$ cat src/hw/rtl/htff_pkg.sv
// ----------------------------------------------------------------------------
// htff_pkg
// Types, constants and character helpers of the humidity/temperature
// frame formatter.
// ----------------------------------------------------------------------------
package htff_pkg;

    // Widths
    localparam int RAW_W    = 20;
    localparam int VAL_W    = 14;
    localparam int DIG_W    = 4;
    localparam int NUM_DIG  = 4;
    localparam int LINE_LEN = 20;
    localparam int IDX_W    = 5;
    localparam int POS_W    = 3;
    localparam int PROD_W   = 30;
    localparam int RECIP_W  = 13;

    // Frame byte positions
    localparam logic [POS_W-1:0] POS_STATUS = 3'd0;
    localparam logic [POS_W-1:0] POS_FIRST  = 3'd1;
    localparam logic [POS_W-1:0] POS_LAST   = 3'd5;

    // Conversion constants
    localparam logic [9:0]         SCALE_MUL   = 10'd625;
    localparam int                 TEMP_SHIFT  = 15;
    localparam int                 HUM_SHIFT   = 16;
    localparam logic [14:0]        TEMP_OFFSET = 15'd5000;
    localparam logic [14:0]        TEMP_TOP    = 15'd14999;
    localparam logic [VAL_W-1:0]   VAL_MAX     = 14'd9999;
    localparam logic [RECIP_W-1:0] RECIP_10    = 13'd6554;
    localparam int                 RECIP_SHIFT = 16;

    // ASCII codes
    localparam logic [7:0] ASCII_ZERO  = 8'h30;
    localparam logic [7:0] ASCII_COMMA = 8'h2C;
    localparam logic [7:0] ASCII_NL    = 8'h0A;
    localparam logic [7:0] ASCII_SPACE = 8'h20;
    localparam logic [7:0] ASCII_COLON = 8'h3A;

    // Line positions that carry digits or the end of line
    localparam logic [IDX_W-1:0] IDX_T3   = 5'd4;
    localparam logic [IDX_W-1:0] IDX_T2   = 5'd5;
    localparam logic [IDX_W-1:0] IDX_T1   = 5'd7;
    localparam logic [IDX_W-1:0] IDX_T0   = 5'd8;
    localparam logic [IDX_W-1:0] IDX_H3   = 5'd14;
    localparam logic [IDX_W-1:0] IDX_H2   = 5'd15;
    localparam logic [IDX_W-1:0] IDX_H1   = 5'd17;
    localparam logic [IDX_W-1:0] IDX_H0   = 5'd18;
    localparam logic [IDX_W-1:0] IDX_LAST = 5'(LINE_LEN - 1);

    // Fixed text of the line; digit slots hold zero
    localparam logic [7:0] LINE_TEXT [LINE_LEN] = '{
        8'h73, 8'h69, 8'h63, ASCII_COLON, 8'h00, 8'h00, ASCII_COMMA, 8'h00, 8'h00,
        ASCII_SPACE, 8'h6E, 8'h65, 8'h6D, ASCII_COLON, 8'h00, 8'h00, ASCII_COMMA,
        8'h00, 8'h00, ASCII_NL
    };

    // Raw words of one frame
    typedef struct packed {
        logic [RAW_W-1:0] hum_raw;
        logic [RAW_W-1:0] tmp_raw;
    } t_frame;

    // Decimal digits, index 0 is the ones digit
    typedef struct packed {
        logic [NUM_DIG-1:0][DIG_W-1:0] tmp_dig;
        logic [NUM_DIG-1:0][DIG_W-1:0] hum_dig;
    } t_digits;

    function automatic logic [7:0] digit_char(input logic [DIG_W-1:0] d);
        return ASCII_ZERO | {4'b0000, d};
    endfunction

    function automatic logic [7:0] line_char(input logic [IDX_W-1:0] idx,
                                             input t_digits d);
        logic [7:0] c;
        case (idx)
            IDX_T3:  c = digit_char(d.tmp_dig[3]);
            IDX_T2:  c = digit_char(d.tmp_dig[2]);
            IDX_T1:  c = digit_char(d.tmp_dig[1]);
            IDX_T0:  c = digit_char(d.tmp_dig[0]);
            IDX_H3:  c = digit_char(d.hum_dig[3]);
            IDX_H2:  c = digit_char(d.hum_dig[2]);
            IDX_H1:  c = digit_char(d.hum_dig[1]);
            IDX_H0:  c = digit_char(d.hum_dig[0]);
            default: c = (idx <= IDX_LAST) ? LINE_TEXT[idx] : ASCII_NL;
        endcase
        return c;
    endfunction

endpackage

$ cat src/hw/rtl/htff_front.sv
// ----------------------------------------------------------------------------
// htff_front
// Accepts frame bytes, tracks the byte position and assembles the raw
// humidity and temperature words, pushing one record per frame.
// ----------------------------------------------------------------------------
module htff_front (
    input  logic                 i_clk,
    input  logic                 i_rst_n,
    input  logic                 i_valid,
    output logic                 o_ready,
    input  logic [7:0]           i_frame_byte,
    output logic                 o_push_valid,
    input  logic                 i_push_ready,
    output htff_pkg::t_frame     o_push_data
);
    import htff_pkg::*;

    logic [POS_W-1:0] r_pos;
    logic [7:0]       r_store [4];
    logic [POS_W-1:0] store_idx;
    logic             accept;

    // Stall only on the last byte when the queue is full
    assign o_push_valid = i_valid && (r_pos == POS_LAST);
    assign o_ready      = (r_pos != POS_LAST) || i_push_ready;
    assign accept       = i_valid && o_ready;
    assign store_idx    = r_pos - POS_FIRST;

    // Assemble the raw words from the stored bytes and the last byte
    assign o_push_data.hum_raw = {r_store[0], r_store[1], r_store[2][7:4]};
    assign o_push_data.tmp_raw = {r_store[2][3:0], r_store[3], i_frame_byte};

    // Advance the byte position
    always_ff @(posedge i_clk) begin
        if (!i_rst_n) begin
            r_pos <= POS_STATUS;
        end else if (accept) begin
            if (r_pos == POS_STATUS || r_pos > POS_LAST) begin
                r_pos <= POS_FIRST;
            end else if (r_pos < POS_LAST) begin
                r_pos <= r_pos + POS_FIRST;
            end else begin
                r_pos <= POS_STATUS;
            end
        end
    end

    // Hold data bytes one to four
    always_ff @(posedge i_clk) begin
        if (accept && r_pos != POS_STATUS && r_pos < POS_LAST) begin
            r_store[store_idx[1:0]] <= i_frame_byte;
        end
    end

endmodule

$ cat src/hw/rtl/htff_fifo.sv
// ----------------------------------------------------------------------------
// htff_fifo
// Two-entry queue of frame records between the front and the converter.
// ----------------------------------------------------------------------------
module htff_fifo (
    input  logic                 i_clk,
    input  logic                 i_rst_n,
    input  logic                 i_push_valid,
    output logic                 o_push_ready,
    input  htff_pkg::t_frame     i_push_data,
    output logic                 o_pop_valid,
    input  logic                 i_pop_ready,
    output htff_pkg::t_frame     o_pop_data
);
    import htff_pkg::*;

    t_frame     r_mem [2];
    logic       r_wr_ptr;
    logic       r_rd_ptr;
    logic [1:0] r_count;
    logic       push;
    logic       pop;

    assign o_push_ready = (r_count != 2'd2);
    assign o_pop_valid  = (r_count != 2'd0);
    assign o_pop_data   = r_mem[r_rd_ptr];
    assign push         = i_push_valid && o_push_ready;
    assign pop          = o_pop_valid && i_pop_ready;

    // Advance pointers and count
    always_ff @(posedge i_clk) begin
        if (!i_rst_n) begin
            r_wr_ptr <= 1'b0;
            r_rd_ptr <= 1'b0;
            r_count  <= 2'd0;
        end else begin
            if (push) begin
                r_wr_ptr <= ~r_wr_ptr;
            end
            if (pop) begin
                r_rd_ptr <= ~r_rd_ptr;
            end
            if (push && !pop) begin
                r_count <= r_count + 2'd1;
            end else if (pop && !push) begin
                r_count <= r_count - 2'd1;
            end
        end
    end

    // Write the entry storage
    always_ff @(posedge i_clk) begin
        if (push) begin
            r_mem[r_wr_ptr] <= i_push_data;
        end
    end

endmodule

$ cat src/hw/rtl/htff_conv.sv
// ----------------------------------------------------------------------------
// htff_conv
// Scales the raw words, clamps them and splits each value into four
// decimal digits by three divide-by-ten steps.
// ----------------------------------------------------------------------------
module htff_conv (
    input  logic                 i_clk,
    input  logic                 i_rst_n,
    input  logic                 i_valid,
    output logic                 o_ready,
    input  htff_pkg::t_frame     i_frame,
    output logic                 o_valid,
    input  logic                 i_ready,
    output htff_pkg::t_digits    o_digits
);
    import htff_pkg::*;

    typedef enum logic [1:0] {ST_IDLE, ST_SCALE, ST_DIV, ST_DONE} t_state;

    t_state                          r_state;
    logic [1:0]                      r_step;
    logic [PROD_W-1:0]               r_tprod;
    logic [PROD_W-1:0]               r_hprod;
    logic [VAL_W-1:0]                r_tval;
    logic [VAL_W-1:0]                r_hval;
    logic [NUM_DIG-1:0][DIG_W-1:0]   r_tdig;
    logic [NUM_DIG-1:0][DIG_W-1:0]   r_hdig;

    logic [14:0]                     t_scaled;
    logic [VAL_W-1:0]                h_scaled;
    logic [VAL_W-1:0]                t_clamp;
    logic [VAL_W-1:0]                h_clamp;
    logic [VAL_W+RECIP_W-1:0]        t_recip;
    logic [VAL_W+RECIP_W-1:0]        h_recip;
    logic [VAL_W-1:0]                t_q;
    logic [VAL_W-1:0]                h_q;
    logic [VAL_W-1:0]                t_rem;
    logic [VAL_W-1:0]                h_rem;

    assign o_ready         = (r_state == ST_IDLE);
    assign o_valid         = (r_state == ST_DONE);
    assign o_digits.tmp_dig = r_tdig;
    assign o_digits.hum_dig = r_hdig;

    // Scale and clamp
    always_comb begin
        t_scaled = 15'(r_tprod >> TEMP_SHIFT);
        h_scaled = VAL_W'(r_hprod >> HUM_SHIFT);
        if (t_scaled < TEMP_OFFSET) begin
            t_clamp = '0;
        end else if (t_scaled > TEMP_TOP) begin
            t_clamp = VAL_MAX;
        end else begin
            t_clamp = VAL_W'(t_scaled - TEMP_OFFSET);
        end
        h_clamp = (h_scaled > VAL_MAX) ? VAL_MAX : h_scaled;
    end

    // Divide by ten through the reciprocal, exact below ten thousand
    always_comb begin
        t_recip = r_tval * RECIP_10;
        h_recip = r_hval * RECIP_10;
        t_q     = VAL_W'(t_recip >> RECIP_SHIFT);
        h_q     = VAL_W'(h_recip >> RECIP_SHIFT);
        t_rem   = r_tval - VAL_W'((t_q << 3) + (t_q << 1));
        h_rem   = r_hval - VAL_W'((h_q << 3) + (h_q << 1));
    end

    // Sequence one frame through scale and digit steps
    always_ff @(posedge i_clk) begin
        if (!i_rst_n) begin
            r_state <= ST_IDLE;
            r_step  <= 2'd0;
        end else begin
            case (r_state)
                ST_IDLE: begin
                    if (i_valid) begin
                        r_tprod <= PROD_W'(i_frame.tmp_raw * SCALE_MUL);
                        r_hprod <= PROD_W'(i_frame.hum_raw * SCALE_MUL);
                        r_state <= ST_SCALE;
                    end
                end
                ST_SCALE: begin
                    r_tval  <= t_clamp;
                    r_hval  <= h_clamp;
                    r_step  <= 2'd0;
                    r_state <= ST_DIV;
                end
                ST_DIV: begin
                    r_tval <= t_q;
                    r_hval <= h_q;
                    r_step <= r_step + 2'd1;
                    if (r_step == 2'd2) begin
                        r_tdig  <= {t_q[DIG_W-1:0], t_rem[DIG_W-1:0], r_tdig[3:2]};
                        r_hdig  <= {h_q[DIG_W-1:0], h_rem[DIG_W-1:0], r_hdig[3:2]};
                        r_state <= ST_DONE;
                    end else begin
                        r_tdig <= {t_rem[DIG_W-1:0], r_tdig[3:1]};
                        r_hdig <= {h_rem[DIG_W-1:0], r_hdig[3:1]};
                    end
                end
                ST_DONE: begin
                    if (i_ready) begin
                        r_state <= ST_IDLE;
                    end
                end
                default: begin
                    r_state <= ST_IDLE;
                end
            endcase
        end
    end

endmodule

$ cat src/hw/rtl/htff_emit.sv
// ----------------------------------------------------------------------------
// htff_emit
// Walks the twenty characters of one line into a registered output slot.
// ----------------------------------------------------------------------------
module htff_emit (
    input  logic                 i_clk,
    input  logic                 i_rst_n,
    input  logic                 i_valid,
    output logic                 o_ready,
    input  htff_pkg::t_digits    i_digits,
    output logic                 o_valid,
    input  logic                 i_ready,
    output logic [7:0]           o_ascii_char,
    output logic                 o_last_char
);
    import htff_pkg::*;

    logic             r_busy;
    logic [IDX_W-1:0] r_idx;
    t_digits          r_dig;
    logic             r_out_valid;
    logic [7:0]       r_char;
    logic             r_last;
    logic             slot_free;

    assign slot_free    = !r_out_valid || i_ready;
    assign o_ready      = !r_busy;
    assign o_valid      = r_out_valid;
    assign o_ascii_char = r_char;
    assign o_last_char  = r_last;

    // Load a line, then advance one character per free output slot
    always_ff @(posedge i_clk) begin
        if (!i_rst_n) begin
            r_busy      <= 1'b0;
            r_idx       <= '0;
            r_out_valid <= 1'b0;
        end else begin
            if (i_valid && !r_busy) begin
                r_busy <= 1'b1;
                r_idx  <= '0;
                r_dig  <= i_digits;
            end
            if (r_busy && slot_free) begin
                r_char      <= line_char(r_idx, r_dig);
                r_last      <= (r_idx == IDX_LAST);
                r_out_valid <= 1'b1;
                r_idx       <= r_idx + 5'd1;
                if (r_idx == IDX_LAST) begin
                    r_busy <= 1'b0;
                end
            end else if (i_ready) begin
                r_out_valid <= 1'b0;
            end
        end
    end

endmodule

$ cat src/hw/rtl/humidity_temperature_frame_formatter_unit.sv
// Throughput: one character per cycle within a line while the output is ready, with an
// idle gap between lines, so the emitter sets the sustained frame rate. The front takes
// one byte per cycle unless the queue is full on a frame's last byte; a two-entry queue
// buffers whole frames. Reset: synchronous, active low; clears byte position, queue and
// sequencers.
// ----------------------------------------------------------------------------
// humidity_temperature_frame_formatter_unit
// Turns six-byte humidity/temperature sensor frames into ASCII text lines.
// ----------------------------------------------------------------------------
module humidity_temperature_frame_formatter_unit (
    input  logic       i_clk,
    input  logic       i_rst_n,
    input  logic       i_valid,
    output logic       o_ready,
    input  logic [7:0] i_frame_byte,
    output logic       o_valid,
    input  logic       i_ready,
    output logic [7:0] o_ascii_char,
    output logic       o_last_char
);
    import htff_pkg::*;

    logic    push_valid;
    logic    push_ready;
    t_frame  push_data;
    logic    pop_valid;
    logic    pop_ready;
    t_frame  pop_data;
    logic    dig_valid;
    logic    dig_ready;
    t_digits digits;

    // Accept and assemble frames
    htff_front u_front (
        .i_clk        (i_clk),
        .i_rst_n      (i_rst_n),
        .i_valid      (i_valid),
        .o_ready      (o_ready),
        .i_frame_byte (i_frame_byte),
        .o_push_valid (push_valid),
        .i_push_ready (push_ready),
        .o_push_data  (push_data)
    );

    // Buffer frame records
    htff_fifo u_fifo (
        .i_clk        (i_clk),
        .i_rst_n      (i_rst_n),
        .i_push_valid (push_valid),
        .o_push_ready (push_ready),
        .i_push_data  (push_data),
        .o_pop_valid  (pop_valid),
        .i_pop_ready  (pop_ready),
        .o_pop_data   (pop_data)
    );

    // Convert to decimal digits
    htff_conv u_conv (
        .i_clk    (i_clk),
        .i_rst_n  (i_rst_n),
        .i_valid  (pop_valid),
        .o_ready  (pop_ready),
        .i_frame  (pop_data),
        .o_valid  (dig_valid),
        .i_ready  (dig_ready),
        .o_digits (digits)
    );

    // Emit the text line
    htff_emit u_emit (
        .i_clk        (i_clk),
        .i_rst_n      (i_rst_n),
        .i_valid      (dig_valid),
        .o_ready      (dig_ready),
        .i_digits     (digits),
        .o_valid      (o_valid),
        .i_ready      (i_ready),
        .o_ascii_char (o_ascii_char),
        .o_last_char  (o_last_char)
    );

endmodule

$ cat config.mk
export PLATFORM = sky130hd
export DESIGN_NAME = humidity_temperature_frame_formatter_unit
export DESIGN_NICKNAME = d
export VERILOG_FILES = /design/src/hw/rtl/htff_pkg.sv /design/src/hw/rtl/htff_front.sv /design/src/hw/rtl/htff_fifo.sv /design/src/hw/rtl/htff_conv.sv /design/src/hw/rtl/htff_emit.sv /design/src/hw/rtl/humidity_temperature_frame_formatter_unit.sv
export SDC_FILE = /design/constraint.sdc
export NUM_CORES = 1
export LEC_CHECK = 0
export ABC_CLOCK_PERIOD_IN_PS = 9000
export BUFFER_PORTS_ARGS = -buffer_cell sky130_fd_sc_hd__buf_2
export CORE_MARGIN = 2
export CORE_UTILIZATION = 35
export DETAILED_ROUTE_END_ITERATION = 8
export GPL_ROUTABILITY_DRIVEN = 0
export GPL_TIMING_DRIVEN = 0
export MAX_ROUTING_LAYER = met4
export PLACE_DENSITY_LB_ADDON = 0.15
export SETUP_SLACK_MARGIN = 0.1
export SYNTH_ARGS = -nofsm -noshare
export SYNTH_HDL_FRONTEND = slang
export SYNTH_SLANG_ARGS = --single-unit
$ cat constraint.sdc
create_clock -name i_clk -period 9 [get_ports i_clk]
set_clock_uncertainty 0.05 [all_clocks]
set_input_delay 0.45 -clock i_clk [delete_from_list [all_inputs] [get_ports i_clk]]
set_output_delay 0.45 -clock i_clk [all_outputs]
set_load 0.01 [all_outputs]
==> results.sh <==
export IMPL_status="complete, no violations"
export IMPL_hpwl_um=34700
export IMPL_area_delta_synth_final_pct=9.65
export IMPL_tritoncts="done"
export IMPL_arrival_ps=7130
export IMPL_critical_path_startpoint_type="register"
export IMPL_fp_dieW_um=254
export IMPL_cp_depth=24
export IMPL_stdcell_count=2834
export IMPL_yosysMostFrequentCell="inv_1"
export IMPL_wirelength_um=42500
export IMPL_synth_distinct_cells=68
export IMPL_period_share=0.765
export IMPL_grt_overflow=0
export IMPL_r2r_end="u_conv.r_hprod[26]"
export IMPL_rows=91
export IMPL_routedWlPerCell_um=15.0
export IMPL_yosys_most_used_dff="edfxtp_1"
export IMPL_antenna_cells=0
export IMPL_clockBufferDepth=3
export IMPL_finalSetupViolCount=0
export IMPL_crit_path_max_incr_delay_ps=920
export IMPL_synth_seq_area_share=0.347
export IMPL_maxSlewViolCount=0
export IMPL_cts_clk_slew_worst_paths_ps=60
export IMPL_synth_top_cell_by_area="edfxtp_1"
export IMPL_firstDrtPassIters=5
export IMPL_crit_path_frequent_cell="inv_1"
export IMPL_dieArea_sq_um=64700
export IMPL_ys_seq_elements=260
export IMPL_vias=12800
export IMPL_grt_pass1_vias=13400
export IMPL_n_fill_cell=6055
export IMPL_dp_cells=2783
export IMPL_rsz0062_at_grt="no"
export IMPL_syn_area_sq_um=21900
export IMPL_insertion_delay_ps=550
export IMPL_endpoint_kind="register"
export IMPL_setup_tns_ps=0
export IMPL_post_cts_resized=0
export IMPL_synth_edff_count=241
export IMPL_slew_headroom=0.258
export IMPL_drive_gt1_frac=0.0596
export IMPL_start_util=0.355
export IMPL_clock_root_buffer="clkbuf_16"
export IMPL_grt_pass1_wl_um=70100
export IMPL_cp_required_ps=9240
export IMPL_worstSetupEndpoint="u_conv.r_hprod[26]"
export IMPL_path_cells="buf_4 -> clkbuf_1 -> mux2i_1 -> fa_1 -> inv_1 -> ha_1 -> inv_1 -> fa_1 -> inv_1 -> ha_1 -> inv_1 -> fa_1 -> inv_1 -> ha_1 -> a211oi_2 -> nand3_1 -> nor3_2 -> a211oi_2 -> a22o_1 -> a41o_2 -> or2_4 -> a31oi_4 -> o21bai_2 -> xor2_1"
export IMPL_post_cts_buffers=0
export IMPL_fmaxAchievable_mhz=145
export IMPL_io_buffers=21
export IMPL_synth_cells=1922
export IMPL_worst_slew_pin_slew_ps=1100
export IMPL_async_flop_share=0
export IMPL_period_needed_ps=6880
export IMPL_ctsHoldBuffers=0
export IMPL_grt_total_usage=0.140
export IMPL_path_max_fanout=10
export IMPL_path_delay_family="adder cells"
export IMPL_cp_slowest_cell="mux2i_1"
export IMPL_antenna_found_initial=0
export IMPL_cp_num_buf_inv=7
export IMPL_htreeDepth=1
export IMPL_cts_buffers=28
export IMPL_grt_max_degree=33
export IMPL_min_path_type="primary input to register"
export IMPL_core_sq_um=61800
export IMPL_synth_top_area_share=0.330
export IMPL_drt_iter0_markers=460
export IMPL_viasPerCell=4.52
export IMPL_hold_violations=0
export IMPL_ys_top_cells_by_area="edfxtp_1 (33%), ha_1 (22%), fa_1 (17%)"
export IMPL_syn_avg_cell_area_sq_um=11.4
export IMPL_pin_count=23
export IMPL_die_h_um=254
export IMPL_synth_warnings=0
export IMPL_crit_type="register to register"
export IMPL_drv_cap=0
export IMPL_rr_worst_depth=24
export IMPL_antenna_left=0
export IMPL_synth_top_cells_by_count="inv_1 (467), ha_1 (378), edfxtp_1 (241)"
export IMPL_fin_nets=2552
export IMPL_clock_sinks=260
export IMPL_synth_nets=2498
export IMPL_drc=0
export IMPL_reg2reg_slack_ps=2120
## per-stage QoR
stage | instance area [sq um] | utilization | worst slack [ps] | hold WS (ps)
2_1_floorplan | 21900 | - | 3100 | 350
3_3_place_gp | 23100 | 0.373 | 2020 | 352
3_5_place_dp | 23200 | 0.375 | 1920 | 355
4_1_cts | 24000 | 0.389 | 1910 | 101
5_1_grt | 24000 | 0.389 | 1620 | 126
6_report | 24000 | 0.389 | 2120 | 137
## layout make-up
| cell class | instances | area (sq um) | share of cell area |
|---|---|---|---|
| clock buffer | 38 | 759 | 0.0316 |
| buffer | 24 | 97.6 | 0.00406 |
| inverter | 468 | 1760 | 0.0730 |
| multi-input combinational | 1170 | 12500 | 0.519 |
| tap | 837 | 1050 | 0.0435 |
| clock inverter | 13 | 115 | 0.00479 |
| timing repair buffer | 24 | 168 | 0.00697 |
| sequential | 260 | 7620 | 0.317 |
## worst min path at each step
| stage | start | endpoint | slack, ps | cells past startpoint |
|---|---|---|---|---|
| after floorplan | u_conv.o_digits[0] | u_emit.r_dig[0] | 350 | 0 |
| after global placement | u_conv.o_digits[2] | u_emit.r_dig[2] | 350 | 0 |
| after detailed placement | u_conv.o_digits[1] | u_emit.r_dig[1] | 350 | 0 |
| after CTS | i_frame_byte[4] | u_front.r_store[1][4] | 100 | 1 |
| after global routing | i_frame_byte[4] | u_front.r_store[2][4] | 130 | 1 |
| final | i_frame_byte[5] | u_front.r_store[0][5] | 140 | 1 |
## sequential cells by signal, summed over array words and instances, names as in the netlist, 2 cells and up, named ones only
register,flops
u_front.r_store,32
u_conv.r_step,2
u_fifo.r_mem,80
u_emit.r_dig,32
u_conv.r_tval,14
u_conv.r_tprod,15
u_conv.r_hval,14
u_conv.r_state,2
u_conv.o_digits,32
u_fifo.r_count,2
u_conv.r_hprod,14
u_emit.o_ascii_char,7
u_emit.r_idx,5
u_front.r_pos,3
## cells in the final DEF (no fill, tap or decap), types with 6 or more instances in the layout
cell type	instances
o21ai_0	40
mux2_2	30
nor2_1	72
nor3_1	18
a22oi_1	7
xor2_1	33
clkbuf_1	28
nand2_1	62
clkinv_1	6
a211oi_1	6
nand3_1	25
mux2i_1	37
and2_1	9
clkbuf_16	29
edfxtp_1	241
a22o_1	6
fa_1	186
a21oi_1	71
o21a_1	7
nand4_1	13
nor2b_1	10
and3_1	12
buf_2	21
inv_1	467
ha_1	378
dfxtp_1	19
xnor2_1	40
or3_1	6
a21o_1	19
## worst register-to-register path, delay by kind of cell, from the launching register on
family                     cells  cell delay [ps]
buffers and inverters          7             1040
adders and majority gates      6             2290
and+or+nand+nor                3              570
DFF                            1              310
xor gates and xnor gates       1              140
AOI/OAI and AO/OA              6             1290
muxes                          1              930
## kinds of logic (layout without fill, tap and decap cells)
family	after synthesis	after routing	synth area share
other cells	1	1	0.000171
flops	260	260	0.347
simple gates	252	252	0.0551
fa+ha+maj	564	564	0.385
compound gates	213	213	0.0660
mux	67	67	0.0323
xor+xnor	73	73	0.0292
buf+inv	492	567	0.0846
## routing by layer
metal	part of all wire	wire length, um	global-route usage	vias to the layer above
met2	0.47	19900	0.230	91
met4	0.019	794	0.0267	0
met3	0.021	887	0.0154	49
li1	-	-	-	6528
met1	0.49	20900	0.190	6145
met5	0	0	-	-
Power is not shown: default switching activity piles up to over one toggle a cycle in this logic, so the estimate is an artifact.
